==> src/rtl/jsu_pkg.sv <==
// Shared types and constants of the JSON string unescape block.
package jsu_pkg;

   typedef enum logic [1:0] {
      MODE_IDLE = 2'd0,
      MODE_BODY = 2'd1,
      MODE_ESC  = 2'd2,
      MODE_HEX  = 2'd3
   } mode_type;

   // Results caused by one input byte: one to three bytes, or one bare end marker.
   typedef struct packed {
      logic [1:0]      last_idx;
      logic            has_byte;
      logic            done;
      logic [2:0][7:0] bytes;
   } group_type;

   localparam logic [7:0]  UTF8_LEAD2     = 8'hC0;
   localparam logic [7:0]  UTF8_LEAD3     = 8'hE0;
   localparam logic [7:0]  UTF8_CONT      = 8'h80;
   localparam logic [7:0]  UTF8_CONT_MASK = 8'h3F;
   localparam logic [15:0] CP_ONE_BYTE    = 16'h0080;
   localparam logic [15:0] CP_TWO_BYTE    = 16'h0800;

endpackage

==> src/rtl/jsu_front.sv <==
// Front end: decode state machine that turns each byte into a result group.
module jsu_front (
   input  logic              clock,
   input  logic              reset,
   input  logic              accept,
   input  logic [7:0]        in_byte,
   input  logic              start_flag,
   input  logic              end_of_buffer,
   output logic              grp_write,
   output jsu_pkg::group_type grp_data
);

   localparam logic [7:0] CH_QUOTE = 8'h22;
   localparam logic [7:0] CH_BSLASH = 8'h5C;
   localparam logic [7:0] CH_U = 8'h75;
   localparam logic [7:0] CH_B = 8'h62;
   localparam logic [7:0] CH_F = 8'h66;
   localparam logic [7:0] CH_N = 8'h6E;
   localparam logic [7:0] CH_R = 8'h72;
   localparam logic [7:0] CH_T = 8'h74;
   localparam logic [7:0] ASCII_BS = 8'h08;
   localparam logic [7:0] ASCII_FF = 8'h0C;
   localparam logic [7:0] ASCII_LF = 8'h0A;
   localparam logic [7:0] ASCII_CR = 8'h0D;
   localparam logic [7:0] ASCII_HT = 8'h09;

   jsu_pkg::mode_type mode_ff, mode_in;
   logic [1:0]        hex_cnt_ff, hex_cnt_in;
   logic [15:0]       cp_ff, cp_in;
   logic [15:0]       cp_next;
   logic              emit;
   logic              done;

   function automatic logic [3:0] hex_value(input logic [7:0] h);
      logic [3:0] v;
      v = 4'd0;
      if (h >= 8'h30 && h <= 8'h39) begin
         v = h[3:0];
      end else if ((h >= 8'h61 && h <= 8'h66) || (h >= 8'h41 && h <= 8'h46)) begin
         v = 4'(h[3:0] + 4'd9);
      end
      return v;
   endfunction

   function automatic logic [7:0] escape_map(input logic [7:0] e);
      logic [7:0] r;
      unique case (e)
         CH_B:    r = ASCII_BS;
         CH_F:    r = ASCII_FF;
         CH_N:    r = ASCII_LF;
         CH_R:    r = ASCII_CR;
         CH_T:    r = ASCII_HT;
         default: r = e;
      endcase
      return r;
   endfunction

   always_ff @(posedge clock) begin
      if (reset) begin
         mode_ff    <= jsu_pkg::MODE_IDLE;
         hex_cnt_ff <= 2'd0;
         cp_ff      <= 16'd0;
      end else if (accept) begin
         mode_ff    <= mode_in;
         hex_cnt_ff <= hex_cnt_in;
         cp_ff      <= cp_in;
      end
   end

   assign cp_next = {cp_ff[11:0], hex_value(in_byte)};

   always_comb begin
      mode_in           = mode_ff;
      hex_cnt_in        = hex_cnt_ff;
      cp_in             = cp_ff;
      emit              = 1'b0;
      done              = 1'b0;
      grp_data.last_idx = 2'd0;
      grp_data.has_byte = 1'b0;
      grp_data.bytes    = '0;
      if (start_flag) begin
         hex_cnt_in = 2'd0;
         cp_in      = 16'd0;
         if (in_byte != CH_QUOTE) begin
            done = 1'b1;
         end else begin
            mode_in = jsu_pkg::MODE_BODY;
            done    = end_of_buffer;
         end
      end else begin
         unique case (mode_ff)
            jsu_pkg::MODE_IDLE: begin
               // drop stray bytes outside a string
            end
            jsu_pkg::MODE_BODY: begin
               if (in_byte == CH_QUOTE) begin
                  done = 1'b1;
               end else if (in_byte == CH_BSLASH) begin
                  mode_in = jsu_pkg::MODE_ESC;
                  done    = end_of_buffer;
               end else begin
                  emit              = 1'b1;
                  grp_data.has_byte = 1'b1;
                  grp_data.bytes[0] = in_byte;
                  done              = end_of_buffer;
               end
            end
            jsu_pkg::MODE_ESC: begin
               done = end_of_buffer;
               if (in_byte == CH_U) begin
                  mode_in    = jsu_pkg::MODE_HEX;
                  hex_cnt_in = 2'd0;
                  cp_in      = 16'd0;
               end else begin
                  mode_in           = jsu_pkg::MODE_BODY;
                  emit              = 1'b1;
                  grp_data.has_byte = 1'b1;
                  grp_data.bytes[0] = escape_map(in_byte);
               end
            end
            jsu_pkg::MODE_HEX: begin
               cp_in = cp_next;
               done  = end_of_buffer;
               if (hex_cnt_ff != 2'd3) begin
                  hex_cnt_in = 2'(hex_cnt_ff + 2'd1);
               end else begin
                  hex_cnt_in        = 2'd0;
                  mode_in           = jsu_pkg::MODE_BODY;
                  emit              = 1'b1;
                  grp_data.has_byte = 1'b1;
                  if (cp_next < jsu_pkg::CP_ONE_BYTE) begin
                     grp_data.bytes[0] = cp_next[7:0];
                  end else if (cp_next < jsu_pkg::CP_TWO_BYTE) begin
                     grp_data.last_idx = 2'd1;
                     grp_data.bytes[0] = jsu_pkg::UTF8_LEAD2 | {3'd0, cp_next[10:6]};
                     grp_data.bytes[1] = jsu_pkg::UTF8_CONT |
                                         (cp_next[7:0] & jsu_pkg::UTF8_CONT_MASK);
                  end else begin
                     grp_data.last_idx = 2'd2;
                     grp_data.bytes[0] = jsu_pkg::UTF8_LEAD3 | {4'd0, cp_next[15:12]};
                     grp_data.bytes[1] = jsu_pkg::UTF8_CONT |
                                         (cp_next[13:6] & jsu_pkg::UTF8_CONT_MASK);
                     grp_data.bytes[2] = jsu_pkg::UTF8_CONT |
                                         (cp_next[7:0] & jsu_pkg::UTF8_CONT_MASK);
                  end
               end
            end
            default: begin
            end
         endcase
      end
      // a finished string always returns to idle
      if (done) begin
         mode_in = jsu_pkg::MODE_IDLE;
      end
      grp_data.done = done;
      grp_write     = accept && (emit || done);
   end

endmodule

==> src/rtl/jsu_queue.sv <==
// Short queue of result groups between the decoder and the output stage.
module jsu_queue #(
   parameter int DEPTH = 4
) (
   input  logic               clock,
   input  logic               reset,
   input  logic               wr_en,
   input  jsu_pkg::group_type wr_data,
   output logic               full,
   input  logic               rd_en,
   output logic               rd_valid,
   output jsu_pkg::group_type rd_data
);

   localparam int PTR_W = $clog2(DEPTH);
   localparam int CNT_W = $clog2(DEPTH + 1);

   jsu_pkg::group_type entry_ff [DEPTH];
   logic [PTR_W-1:0]   wr_ptr_ff, wr_ptr_in;
   logic [PTR_W-1:0]   rd_ptr_ff, rd_ptr_in;
   logic [CNT_W-1:0]   count_ff, count_in;
   logic               do_wr;
   logic               do_rd;

   assign full     = (count_ff == CNT_W'(DEPTH));
   assign rd_valid = (count_ff != '0);
   assign rd_data  = entry_ff[rd_ptr_ff];
   assign do_wr    = wr_en && !full;
   assign do_rd    = rd_en && rd_valid;

   always_comb begin
      wr_ptr_in = wr_ptr_ff;
      rd_ptr_in = rd_ptr_ff;
      count_in  = count_ff;
      if (do_wr) begin
         wr_ptr_in = (wr_ptr_ff == PTR_W'(DEPTH - 1)) ? '0 : PTR_W'(wr_ptr_ff + 1'b1);
      end
      if (do_rd) begin
         rd_ptr_in = (rd_ptr_ff == PTR_W'(DEPTH - 1)) ? '0 : PTR_W'(rd_ptr_ff + 1'b1);
      end
      if (do_wr && !do_rd) begin
         count_in = CNT_W'(count_ff + 1'b1);
      end else if (do_rd && !do_wr) begin
         count_in = CNT_W'(count_ff - 1'b1);
      end
   end

   always_ff @(posedge clock) begin
      if (reset) begin
         wr_ptr_ff <= '0;
         rd_ptr_ff <= '0;
         count_ff  <= '0;
      end else begin
         wr_ptr_ff <= wr_ptr_in;
         rd_ptr_ff <= rd_ptr_in;
         count_ff  <= count_in;
      end
   end

   always_ff @(posedge clock) begin
      if (do_wr) begin
         entry_ff[wr_ptr_ff] <= wr_data;
      end
   end

endmodule

==> src/rtl/jsu_back.sv <==
// Back end: unloads result groups into the output register, one result per cycle while it is free or popped.
module jsu_back (
   input  logic               clock,
   input  logic               reset,
   input  logic               grp_valid,
   input  jsu_pkg::group_type grp_data,
   output logic               grp_pop,
   output logic               empty,
   input  logic               pop,
   output logic [7:0]         out_byte,
   output logic               has_byte,
   output logic               run_last,
   output logic               string_done
);

   logic [1:0] idx_ff, idx_in;
   logic       valid_ff, valid_in;
   logic [7:0] byte_ff;
   logic       has_ff;
   logic       last_ff;
   logic       done_ff;
   logic       load;
   logic       at_end;

   assign load    = grp_valid && (!valid_ff || pop);
   assign at_end  = (idx_ff == grp_data.last_idx);
   assign grp_pop = load && at_end;

   always_comb begin
      idx_in   = idx_ff;
      valid_in = valid_ff;
      if (load) begin
         valid_in = 1'b1;
         idx_in   = at_end ? 2'd0 : 2'(idx_ff + 2'd1);
      end else if (pop) begin
         valid_in = 1'b0;
      end
   end

   always_ff @(posedge clock) begin
      if (reset) begin
         idx_ff   <= 2'd0;
         valid_ff <= 1'b0;
      end else begin
         idx_ff   <= idx_in;
         valid_ff <= valid_in;
      end
   end

   always_ff @(posedge clock) begin
      if (load) begin
         byte_ff <= grp_data.bytes[idx_ff];
         has_ff  <= grp_data.has_byte;
         last_ff <= at_end;
         done_ff <= at_end && grp_data.done;
      end
   end

   assign empty       = !valid_ff;
   assign out_byte    = byte_ff;
   assign has_byte    = has_ff;
   assign run_last    = last_ff;
   assign string_done = done_ff;

endmodule

==> src/rtl/json_string_unescape.sv <==
// JSON string unescape: one raw byte per cycle in, decoded UTF-8 bytes out.
// The input side accepts a byte every cycle while req_full is low; the decoder
// turns it at once into a group of zero to three results (a \u escape on its
// fourth hex digit yields up to three bytes) and writes the group into a queue
// of QUEUE_DEPTH groups. The output stage delivers one result per cycle from
// that queue while its register is free or popped; a result passes through
// the queue and the output register to the rsp_ ports, and the queue keeps
// taking groups while a result waits at the output. req_full rises only when
// the queue is full, which happens only while the consumer holds off rsp_pop.
module json_string_unescape #(
   parameter int QUEUE_DEPTH = 4
) (
   input  logic       clock,
   input  logic       reset,
   input  logic       req_push,
   output logic       req_full,
   input  logic [7:0] req_in_byte,
   input  logic       req_start_flag,
   input  logic       req_end_of_buffer,
   output logic       rsp_empty,
   input  logic       rsp_pop,
   output logic [7:0] rsp_out_byte,
   output logic       rsp_has_byte,
   output logic       rsp_run_last,
   output logic       rsp_string_done
);

   logic               accept;
   logic               grp_write;
   jsu_pkg::group_type grp_wr_data;
   logic               grp_valid;
   jsu_pkg::group_type grp_rd_data;
   logic               grp_pop;

   assign accept = req_push && !req_full;

   jsu_front u_front (
      .clock         (clock),
      .reset         (reset),
      .accept        (accept),
      .in_byte       (req_in_byte),
      .start_flag    (req_start_flag),
      .end_of_buffer (req_end_of_buffer),
      .grp_write     (grp_write),
      .grp_data      (grp_wr_data)
   );

   jsu_queue #(
      .DEPTH (QUEUE_DEPTH)
   ) u_queue (
      .clock    (clock),
      .reset    (reset),
      .wr_en    (grp_write),
      .wr_data  (grp_wr_data),
      .full     (req_full),
      .rd_en    (grp_pop),
      .rd_valid (grp_valid),
      .rd_data  (grp_rd_data)
   );

   jsu_back u_back (
      .clock       (clock),
      .reset       (reset),
      .grp_valid   (grp_valid),
      .grp_data    (grp_rd_data),
      .grp_pop     (grp_pop),
      .empty       (rsp_empty),
      .pop         (rsp_pop),
      .out_byte    (rsp_out_byte),
      .has_byte    (rsp_has_byte),
      .run_last    (rsp_run_last),
      .string_done (rsp_string_done)
   );

endmodule

==> config.mk <==
export PLATFORM = sky130hd
export DESIGN_NAME = json_string_unescape
export DESIGN_NICKNAME = d
export VERILOG_FILES = /design/src/rtl/jsu_pkg.sv /design/src/rtl/jsu_front.sv /design/src/rtl/jsu_queue.sv /design/src/rtl/jsu_back.sv /design/src/rtl/json_string_unescape.sv
export SDC_FILE = /design/constraint.sdc
export NUM_CORES = 1
export LEC_CHECK = 0
export BUFFER_PORTS_ARGS = -buffer_cell sky130_fd_sc_hd__clkbuf_2
export CAP_MARGIN = 20
export CORE_MARGIN = 1.5
export CORE_UTILIZATION = 54
export CTS_CLUSTER_SIZE = 25
export DETAILED_ROUTE_END_ITERATION = 7
export PLACE_DENSITY = 0.73
export SETUP_SLACK_MARGIN = 0.5
export SLEW_MARGIN = 20
export SYNTH_ARGS = -nofsm -noshare
export SYNTH_HDL_FRONTEND = slang
export SYNTH_SLANG_ARGS = --single-unit
==> constraint.sdc <==
create_clock -name clock -period 4 [get_ports clock]
set_input_delay 0.2 -clock clock [delete_from_list [all_inputs] [get_ports clock]]
set_output_delay 0.2 -clock clock [all_outputs]
set_load 0.005 [all_outputs]
==> metrics.md, run 1 <==
| Metric | Value |
|---|---|
| Critical path capture point | u_queue.count_ff[2]$_SDFFE_PP0P_ |
| Skew final | slightly above 0.006 ns |
| Number of enable flip-flop cells after synthesis | about 110 |
| Final Slew Violations | 0 |
| Non-filler cells, final | 654 |
| CP startpoint | u_front.mode_ff[0]$_SDFFE_PP0P_ |
| Die Wd | 112 um |
| RSZ-0062 raised after global routing | false |
| Cells after synthesis | 474 |
| Number of distinct library cells after synthesis | roughly 70 |
| Syn_nets | 500 |
| Via density | about 6.3 |
| Largest net degree at the start of global routing | 31 |
| Most common cell in the netlist | edfxtp_1 |
| Synth area leaders | edfxtp_1 52%, mux4_2 8.8%, dfxtp_1 8.7% |
| Initial antenna violation count | 0 |
| Initial drt markers | around 350 |
| Startpoint Class | flip-flop |
| Avg Inst Size Synth | around 14 um2 |
| Reg2reg end | u_queue.count_ff[2]$_SDFFE_PP0P_ |
| Total power | around 4.1 mW |
| Detailed Routing Iterations Pass 1 | 8 |
| RR Startpoint | u_front.mode_ff[0]$_SDFFE_PP0P_ |
| First-pass GRT wire length | 21400 um |
| CTS tree | done |
| Clk slew on worst S/H paths | ~0.060 ns |
| Setup Buffers After CTS | 0 |
| Final #Nets | about 520 |
| CORE AREA | between 10000 and 15000 um2 |
| Status | complete, but fails checks |
| GRT overflow | 0 |
| Syn-to-layout area delta | 13.3% |
| Post-route ant nets | 0 |
| Arr. time, crit path | 3.55 ns |
| CTS Hold Bufs | 0 |
| Placed Area | approximately 6700 um2 |
| Routed WL | ~13000 um |
| FF-to-FF path depth | 10 |
| Root Buffer | clkbuf_16 |
| Fillcell total | approximately 850 |
| WHS Path Cells | 4 |
| Yosys top cell area share | ~52% |
| Worst reg2reg setup slack | 0.79 ns |
| Die height | approximately 110 um |
| Max_slew headroom | between 20% and 30% |
| Ys Warns | 0 |
| Final period utilization | approximately four fifths |
| Num CTS Buffers | 17 |
| Clock buffer depth | 2 |
| Port bufs | 26 |
| Ys async rst share | 0% |
| DRC | 4 |
| Setup violations, final | 0 |
| Max Freq | between 300 and 400 MHz |
| Yosys reg bits | roughly 140 |
| GRT Total Usage | a little under a quarter |
| Post-DP HPWL | ~8600 um |
| I/O pin total | 27 |
| Final WS setup | just under 0.8 ns |
| Share of layout cells above drive strength 1 | a little over a fifth |
| Row cnt | 39 |
| Data required, critical path | 4.34 ns |
| PD cells | ~560 nW/um2 |
| Dpl cells | 622 |
| Post-synth top cells | 111 x edfxtp_1, 28 x dfxtp_1, 27 x a21oi_1, 27 x nor2_1, 27 x o21ai_0 |
| Synth Cell Area | about 6400 um2 |
| Leakage | about 2.5 nW |
| Measured slew at the worst slew-check pin | ~1.1 ns |
| Worst-Skew Late Latency | 0.42 ns |
| Clk sinks | 139 |
| Cell area after layout | approximately 7300 um2 |
| Via Count | 4104 |
| Peak supply drop | between 0.2 and 0.3 mV |
| Min-delay worst type | in -> reg |
| CP Max Fanout | 11 |
| Initial Utilization | between 50% and 60% |
| CP endpoint kind | flip-flop |
| Failing checks | DRC |
| N_diodes | 0 |
| Htree depth | 4 |
| Die area | ~13000 um2 |
| Vias in the first global route | ~4100 |
| Post-synth top area cell | edfxtp_1 |
| Max-Cap Viols | 0 |
| Top_reg_cell synth | edfxtp_1 |
| Hold Fails Final Rpt | 0 |
| Gpl congestion | between 0.9 and 1 |
| Setup TNS | 0 ns |
| DP Worst Slack | 0.405 ns |
| Clock period minus worst slack | 3.21 ns |
| Drt wl/cell | a little over 20 um |
| Post-CTS Resized | 0 |
| Crit path kind | reg -> reg |
| Seq/Total Area, Yosys | just over 60% |
[cell usage in the layout, fill, tap and decap left out, types with 4 or more instances in the layout]
cell type | synthesis | final
clkinv_2 | 0 | 4
nand2b_1 | 6 | 6
buf_4 | 0 | 9
nor3_1 | 10 | 10
nand3_1 | 4 | 4
o21ai_0 | 27 | 27
o22ai_1 | 7 | 7
ha_1 | 11 | 11
nor3b_1 | 5 | 5
nand2_1 | 18 | 18
nor2b_1 | 4 | 4
clkbuf_2 | 0 | 26
nor2_1 | 27 | 27
mux4_2 | 25 | 25
a21oi_1 | 27 | 27
or3_1 | 5 | 5
inv_1 | 20 | 20
edfxtp_1 | 111 | 111
o2bb2ai_1 | 5 | 5
and2_1 | 8 | 8
mux2i_1 | 11 | 11
dfxtp_1 | 28 | 27
nand4_1 | 12 | 12
clkbuf_16 | 0 | 19
and3_1 | 5 | 5
[area by class of cell]
class                           instances  area [um2]  share of cell area, %
Clock buffer                           23         520                   7.16
Clock inverter                          9        81.3                   1.12
Inverter                               20        75.1                   1.03
Multi-Input combinational cell        285        2320                   32.0
Sequential cell                       139        3890                   53.6
Tap cell                              143         179                   2.46
Timing Repair Buffer                   35         198                   2.72
[metal layers]
metal / GRT usage (%) / share of wire (%) / wire, um / vias to the layer above
li1: - / - / - / 1901
met1: 30.0 / 42 / 5570 / 2029
met2: 36.4 / 49 / 6480 / 149
met3: 6.43 / 6.6 / 881 / 25
met4: 9.20 / 2.5 / 336 / 0
met5: 0 / 0 / 0 / -
[how the worst min path moves through the flow]
stage | to | from | slack, ns
CTS | u_back.valid_ff$_SDFFE_PP0P_ | rsp_pop | 0.02
global placement | u_back.valid_ff$_SDFFE_PP0P_ | u_back.valid_ff$_SDFFE_PP0P_ | 0.45
floorplan | u_back.valid_ff$_SDFFE_PP0P_ | rsp_pop | 0.38
global route | u_back.valid_ff$_SDFFE_PP0P_ | rsp_pop | 0.08
finish | u_back.valid_ff$_SDFFE_PP0P_ | rsp_pop | 0.04
detailed placement | u_back.valid_ff$_SDFFE_PP0P_ | u_back.valid_ff$_SDFFE_PP0P_ | 0.46
[state kept, by name, summed over array words and instances, names as in the netlist, 2 cells and up, named ones only]
signal              flops
u_front.cp_ff          12
u_back.out_byte         8
u_back.idx_ff           2
u_queue.count_ff        3
u_queue.wr_ptr_ff       2
u_queue.rd_ptr_ff       2
u_queue.entry_ff      100
u_front.mode_ff         2
u_front.hex_cnt_ff      2
[cell families after synthesis]
logic type	Yosys count	share of synthesized area (%)
simple gates	125	11.0
flops	139	60.6
compound gates	107	11.6
buf+inv	50	3.16
xor+xnor	4	0.546
mux	37	10.7
fa+ha+maj	12	2.46
[metrics by stage]
step | hold slack [ns] | util (%)
floorplan | 0.378 | -
global placement | 0.452 | 57.9
detailed placement | 0.463 | 57.9
CTS | 0.0227 | 63.2
global route | 0.0788 | 63.2
finish | 0.0375 | 63.2
[worst max-delay path, stage by stage, from the launching register on]
cell and delay (ns):
dfxtp_1 0.51, nor2b_1 0.20, a21boi_0 0.33, a211oi_1 0.16
o2bb2ai_1 0.51, ha_1 0.29, inv_1 0.07, fa_1 0.43
xor2_1 0.18, or3_1 0.31, a21oi_1 0.16
[power breakdown]
part	total, mW	leakage (nW)	internal [mW]	switching [mW]
clock	1.55	0.292	0.975	0.574
sequential	1.81	1.26	1.73	0.0851
combinational	0.736	0.927	0.329	0.406
total	4.10	2.48	3.03	1.07
Power figures use the tool's default switching activity.
==> run 2, diff against run 1 <==
- PLACE_DENSITY: 0.73 -> 0.76
- clock period: 4 -> 2.8 ns (I/O delays scaled with it)
==> metrics.md, run 2 (same netlist as run 1, synthesis figures left out) <==
| Metric | Value |
|---|---|
| Vias in the first global route | about 4300 |
| Clk sinks | 139 |
| PD cells | approximately 810 nW/um2 |
| GRT overflow | 0 |
| Syn-to-layout area delta | 18.6% |
| RSZ-0062 raised after global routing | true |
| DRC | 8 |
| Arr. time, crit path | between 2 and 3 ns |
| Clock period minus worst slack | ~2.4 ns |
| Slowest cell on the critical path | mux4_2 |
| Final Slew Violations | 0 |
| Drt wl/cell | about 20 um |
| First-pass GRT wire length | around 22000 um |
| Min-delay worst type | in -> reg |
| Detailed Routing Iterations Pass 1 | 7 |
| Highest-count cells in the layout ignoring fill and taps | 111 x edfxtp_1, 31 x buf_4, 27 x nor2_1, 27 x a21oi_1, 27 x o21ai_0 |
| Max Freq | approximately 420 MHz |
| Buffers & Inverters on Critical Path | 1 |
| Die height | roughly 110 um |
| Die Wd | roughly 110 um |
| Final period utilization | 85.6% |
| Post-route ant nets | 0 |
| Status | complete, but fails checks |
| Share of layout cells above drive strength 1 | between 20% and 30% |
| Delay-heaviest family, CP | multiplexers |
| Clock buffer depth | 2 |
| Final #Nets | 546 |
| Via Count | between 4000 and 5000 |
| Setup TNS | 0 ns |
| Data required, critical path | 3.15 ns |
| Failing checks | DRC |
| Max_slew headroom | a little under three fifths |
| Initial Utilization | between 50% and 60% |
| Hold Fails Final Rpt | 0 |
| CP Max Fanout | 4 |
| CORE AREA | approximately 12000 um2 |
| Largest net degree at the start of global routing | 31 |
| Initial drt markers | 324 |
| Startpoint Class | flip-flop |
| Leakage | around 2.6 nW |
| Crit path kind | reg -> reg |
| Max FFs per register | 100 |
| Peak supply drop | between 0.3 and 0.4 mV |
| N_diodes | 0 |
| Root Buffer | clkbuf_16 |
| Routed WL | about 14000 um |
| I/O pin total | 27 |
| Initial antenna violation count | 0 |
| Total power | 6.14 mW |
| Port bufs | 26 |
| GRT Total Usage | 23.5% |
| Htree depth | 4 |
| Max-Cap Viols | 0 |
| Via density | slightly above 6 |
| CTS tree | done |
| Num CTS Buffers | 17 |
| Measured slew at the worst slew-check pin | ~0.65 ns |
| CP endpoint kind | flip-flop |
| Commonest non-fill, non-tap cell in the layout | edfxtp_1 |
| Gpl congestion | ~0.94 |
| Utilization after layout | 66.1% |
| Largest Register | u_queue.entry_ff |
| Skew final | between 0.005 and 0.006 ns |
| Crit-path max cell delay | roughly 0.56 ns |
| Setup violations, final | 0 |
| Clk slew on worst S/H paths | roughly 0.060 ns |
| Post-DP HPWL | 8780 um |
| Worst-path cell chain | mux4_2, xnor2_4, nand3_4, ha_4, inv_2, fa_2, xor2_1, or3_1, a21oi_1 |
| Die area | about 13000 um2 |
| Row cnt | 39 |
| Worst-Skew Late Latency | 0.42 ns |
[run 2: timing repair]
item | CTS | global route
hold buffers | 0 | 0
hold endpoints to repair | 0 | 0
setup endpoints to repair | 102 | 53
pin swaps | 5 | 2
gates resized for setup | 11 | 9
setup buffers | 8 | 3
[run 2: final timing paths]
check | start | endpoint | slack, ns | depth (start not counted)
min reg2reg | u_back.valid_ff$_SDFFE_PP0P_ | u_back.valid_ff$_SDFFE_PP0P_ | 0.50 | 2
max reg2reg | flip-flop | u_queue.count_ff[2]$_SDFFE_PP0P_ | 0.40 | 9
min | rsp_pop | u_back.valid_ff$_SDFFE_PP0P_ | 0.02 | 4
max | flip-flop | u_queue.count_ff[2]$_SDFFE_PP0P_ | 0.40 | 9
[run 2: cell type report]
class | instances | area [um2]
inverters | 20 | 77.6
clock buffers | 26 | 531
repair buffers | 57 | 363
flip-flops and latches | 139 | 3900
clock inverters | 6 | 80.1
fillers | 796 | 3900
multi-input cells | 285 | 2490
well taps | 143 | 179
[run 2: worst min-delay path, stage by stage]
cell,delay [ns]
clkbuf_2,0.08
inv_1,0.04
nand2_1,0.07
a21oi_1,0.06
[run 2: per-layer routing]
| metal | part of all wire, % | vias up | global-route usage [%] | routed length [um] |
|---|---|---|---|---|
| li1 | - | 1936 | - | - |
| met1 | 43 | 2082 | 30.3 | 5820 |
| met2 | 49 | 158 | 37.7 | 6630 |
| met3 | 5.8 | 35 | 5.78 | 782 |
| met4 | 2.6 | 0 | 11.6 | 348 |
| met5 | 0 | - | 0 | 0 |
[run 2: through the flow]
| step | setup WS [ns] | instances | area (um2) | hold WS, ns |
|---|---|---|---|---|
| finish | 0.402 | 676 | 7620 | 0.0175 |
| global route | 0.310 | 676 | 7620 | 0.0555 |
| CTS | 0.381 | 673 | 7560 | 0.00339 |
| detailed placement | 0.0337 | 633 | 6860 | 0.446 |
| global placement | 0.113 | 633 | 6860 | 0.409 |
| floorplan | 0.322 | 474 | 6530 | 0.318 |
[run 2: power by group]
part | total, mW | internal [mW] | switching (mW) | leakage [nW]
registers | 2.56 | 2.47 | 0.0962 | 1.26
logic | 1.30 | 0.621 | 0.684 | 1.06
clock network | 2.27 | 1.48 | 0.799 | 0.305
total | 6.14 | 4.56 | 1.58 | 2.63
==> run 3, diff against run 2 <==
- PLACE_DENSITY: 0.76 -> 0.77
==> metrics.md, run 3 (same netlist as run 1, synthesis figures left out) <==
| Metric | Value |
|---|---|
| Status | finished clean |
| Htree depth | 4 |
| Max Freq | 421 MHz |
| Detailed Routing Iterations Pass 1 | 6 |
| Num CTS Buffers | 17 |
| Clk slew on worst S/H paths | approximately 0.060 ns |
| PD cells | 786 nW/um2 |
| Leakage | around 2.6 nW |
| Via Count | 4271 |
| CP endpoint kind | flip-flop |
| Die area | between 10000 and 15000 um2 |
| Initial antenna violation count | 0 |
| Measured slew at the worst slew-check pin | 1.04 ns |
| Final period utilization | a little over four fifths |
| Peak supply drop | ~0.39 mV |
| Drt wl/cell | around 20 um |
| Via density | 6.34 |
| GRT Total Usage | 23.4% |
| Die Wd | about 110 um |
| GRT overflow | 0 |
| Post-DP HPWL | approximately 9100 um |
| Final WS setup | 0.427 ns |
| Fillcell total | between 800 and 900 |
| Largest Register | u_queue.entry_ff |
| Root Buffer | clkbuf_16 |
| Clock period minus worst slack | around 2.4 ns |
| Hold Fails Final Rpt | 0 |
| Routed WL | about 14000 um |
| Startpoint Class | flip-flop |
| Clock buffer depth | 2 |
| Multi-input logic area | about 2500 um2 |
| Highest-count cells in the layout ignoring fill and taps | 111 x edfxtp_1, 28 x buf_4, 27 x o21ai_0 |
| Row cnt | 39 |
| Sequential cell area | around 4000 um2 |
| Max_slew headroom | between 30% and 40% |
| Skew final | 0.00945 ns |
| Syn-to-layout area delta | 17.4% |
| Non-filler cells, final | slightly below 700 |
| Arr. time, crit path | roughly 2.7 ns |
| Gpl congestion | 0.962 |
| Largest net degree at the start of global routing | 31 |
| Total power | approximately 5.9 mW |
| Max-Cap Viols | 0 |
| DRC | 0 |
| Cell area after layout | 7540 um2 |
| Final #Nets | ~550 |
| Commonest non-fill, non-tap cell in the layout | edfxtp_1 |
| I/O pin total | 27 |
| DP Worst Slack | 0.0669 ns |
| Setup TNS | 0 ns |
| Placed Area | between 6000 and 7000 um2 |
| Port bufs | 26 |
| Final Slew Violations | 0 |
| Worst-Skew Late Latency | around 0.42 ns |
| Clk sinks | approximately 140 |
| Data required, critical path | around 3.2 ns |
| CTS tree | done |
| Post-route ant nets | 0 |
| Max FFs per register | 100 |
| CP Max Fanout | 3 |
| Initial Utilization | between 50% and 60% |
| Die height | approximately 110 um |
| Share of layout cells above drive strength 1 | roughly 28% |
| CORE AREA | 11500 um2 |
| RSZ-0062 raised after global routing | true |
| Dpl cells | around 630 |
| First-pass GRT wire length | ~22000 um |
| N_diodes | 0 |
| Min-delay worst type | in -> reg |
| Setup violations, final | 0 |
| Crit path kind | reg -> reg |
| Vias in the first global route | about 4300 |
| Initial drt markers | ~310 |
-- run 3: cell types whose count changed in the layout (fill, tap and decap cells not counted), sizes merged --
cell,change
clkinvlp,+1
clkbuf,-6
dlygate4sd3,+1
clkinv,+4
buf,-2
-- run 3: stage by stage --
step / util, % / hold slack, ns
after global placement: 59.6 / 0.413
after detailed placement: 59.6 / 0.422
after global routing: 65.5 / 0.253
after CTS: 65.2 / 0.221
after floorplan: - / 0.318
final: 65.5 / 0.242
-- run 3: area by class of cell --
type / count / area share (%)
Timing Repair Buffer: 56 / 4.80
Multi-Input combinational cell: 285 / 32.9
Clock inverter: 11 / 1.38
Sequential cell: 139 / 51.8
Inverter: 20 / 1.03
Clock buffer: 20 / 5.79
Tap cell: 143 / 2.37
-- run 3: path summary, 6_finish.rpt --
kind,to,slack (ns),cells past startpoint,start
worst max-delay path,u_queue.count_ff[2]$_SDFFE_PP0P_,0.43,9,flip-flop
worst min-delay path,u_front.cp_ff[2]$_SDFFE_PP0P_,0.24,3,req_start_flag
worst max register to register,u_queue.count_ff[2]$_SDFFE_PP0P_,0.43,9,flip-flop
worst min register to register,u_back.valid_ff$_SDFFE_PP0P_,0.47,2,u_back.valid_ff$_SDFFE_PP0P_
-- run 3: power by group --
group | internal (mW) | switching (mW)
clock | 1.28 | 0.784
sequential | 2.47 | 0.0861
combinational | 0.619 | 0.685
total | 4.37 | 1.55
-- run 3: critical path, cell delays in order, from the launching register on --
cell     delay, ns
dfxtp_4       0.37
mux4_2        0.57
xnor2_4       0.19
nand3_4       0.09
ha_4          0.14
inv_2         0.04
fa_2          0.32
xor2_1        0.15
or3_1         0.32
a21oi_2       0.11
-- run 3: repair_timing --
action | in CTS | in global routing
hold buffers | 1 | 0
gates resized for setup | 13 | 9
setup endpoints to repair | 106 | 10
hold endpoints to repair | 1 | 0
cloned | 0 | 0
pin swaps | 5 | 2
buffers inserted | 7 | 1
-- run 3: metal layers --
metal  share of wire (%)  global-route usage, %  wire (um)  vias up
met1                  39                   28.1       5410     2112
met2                  51                   39.1       7000      191
met4                 3.2                   11.5        436        0
met5                   0                      0          0        -
met3                 6.2                   6.59        849       37
li1                    -                      -          -     1931
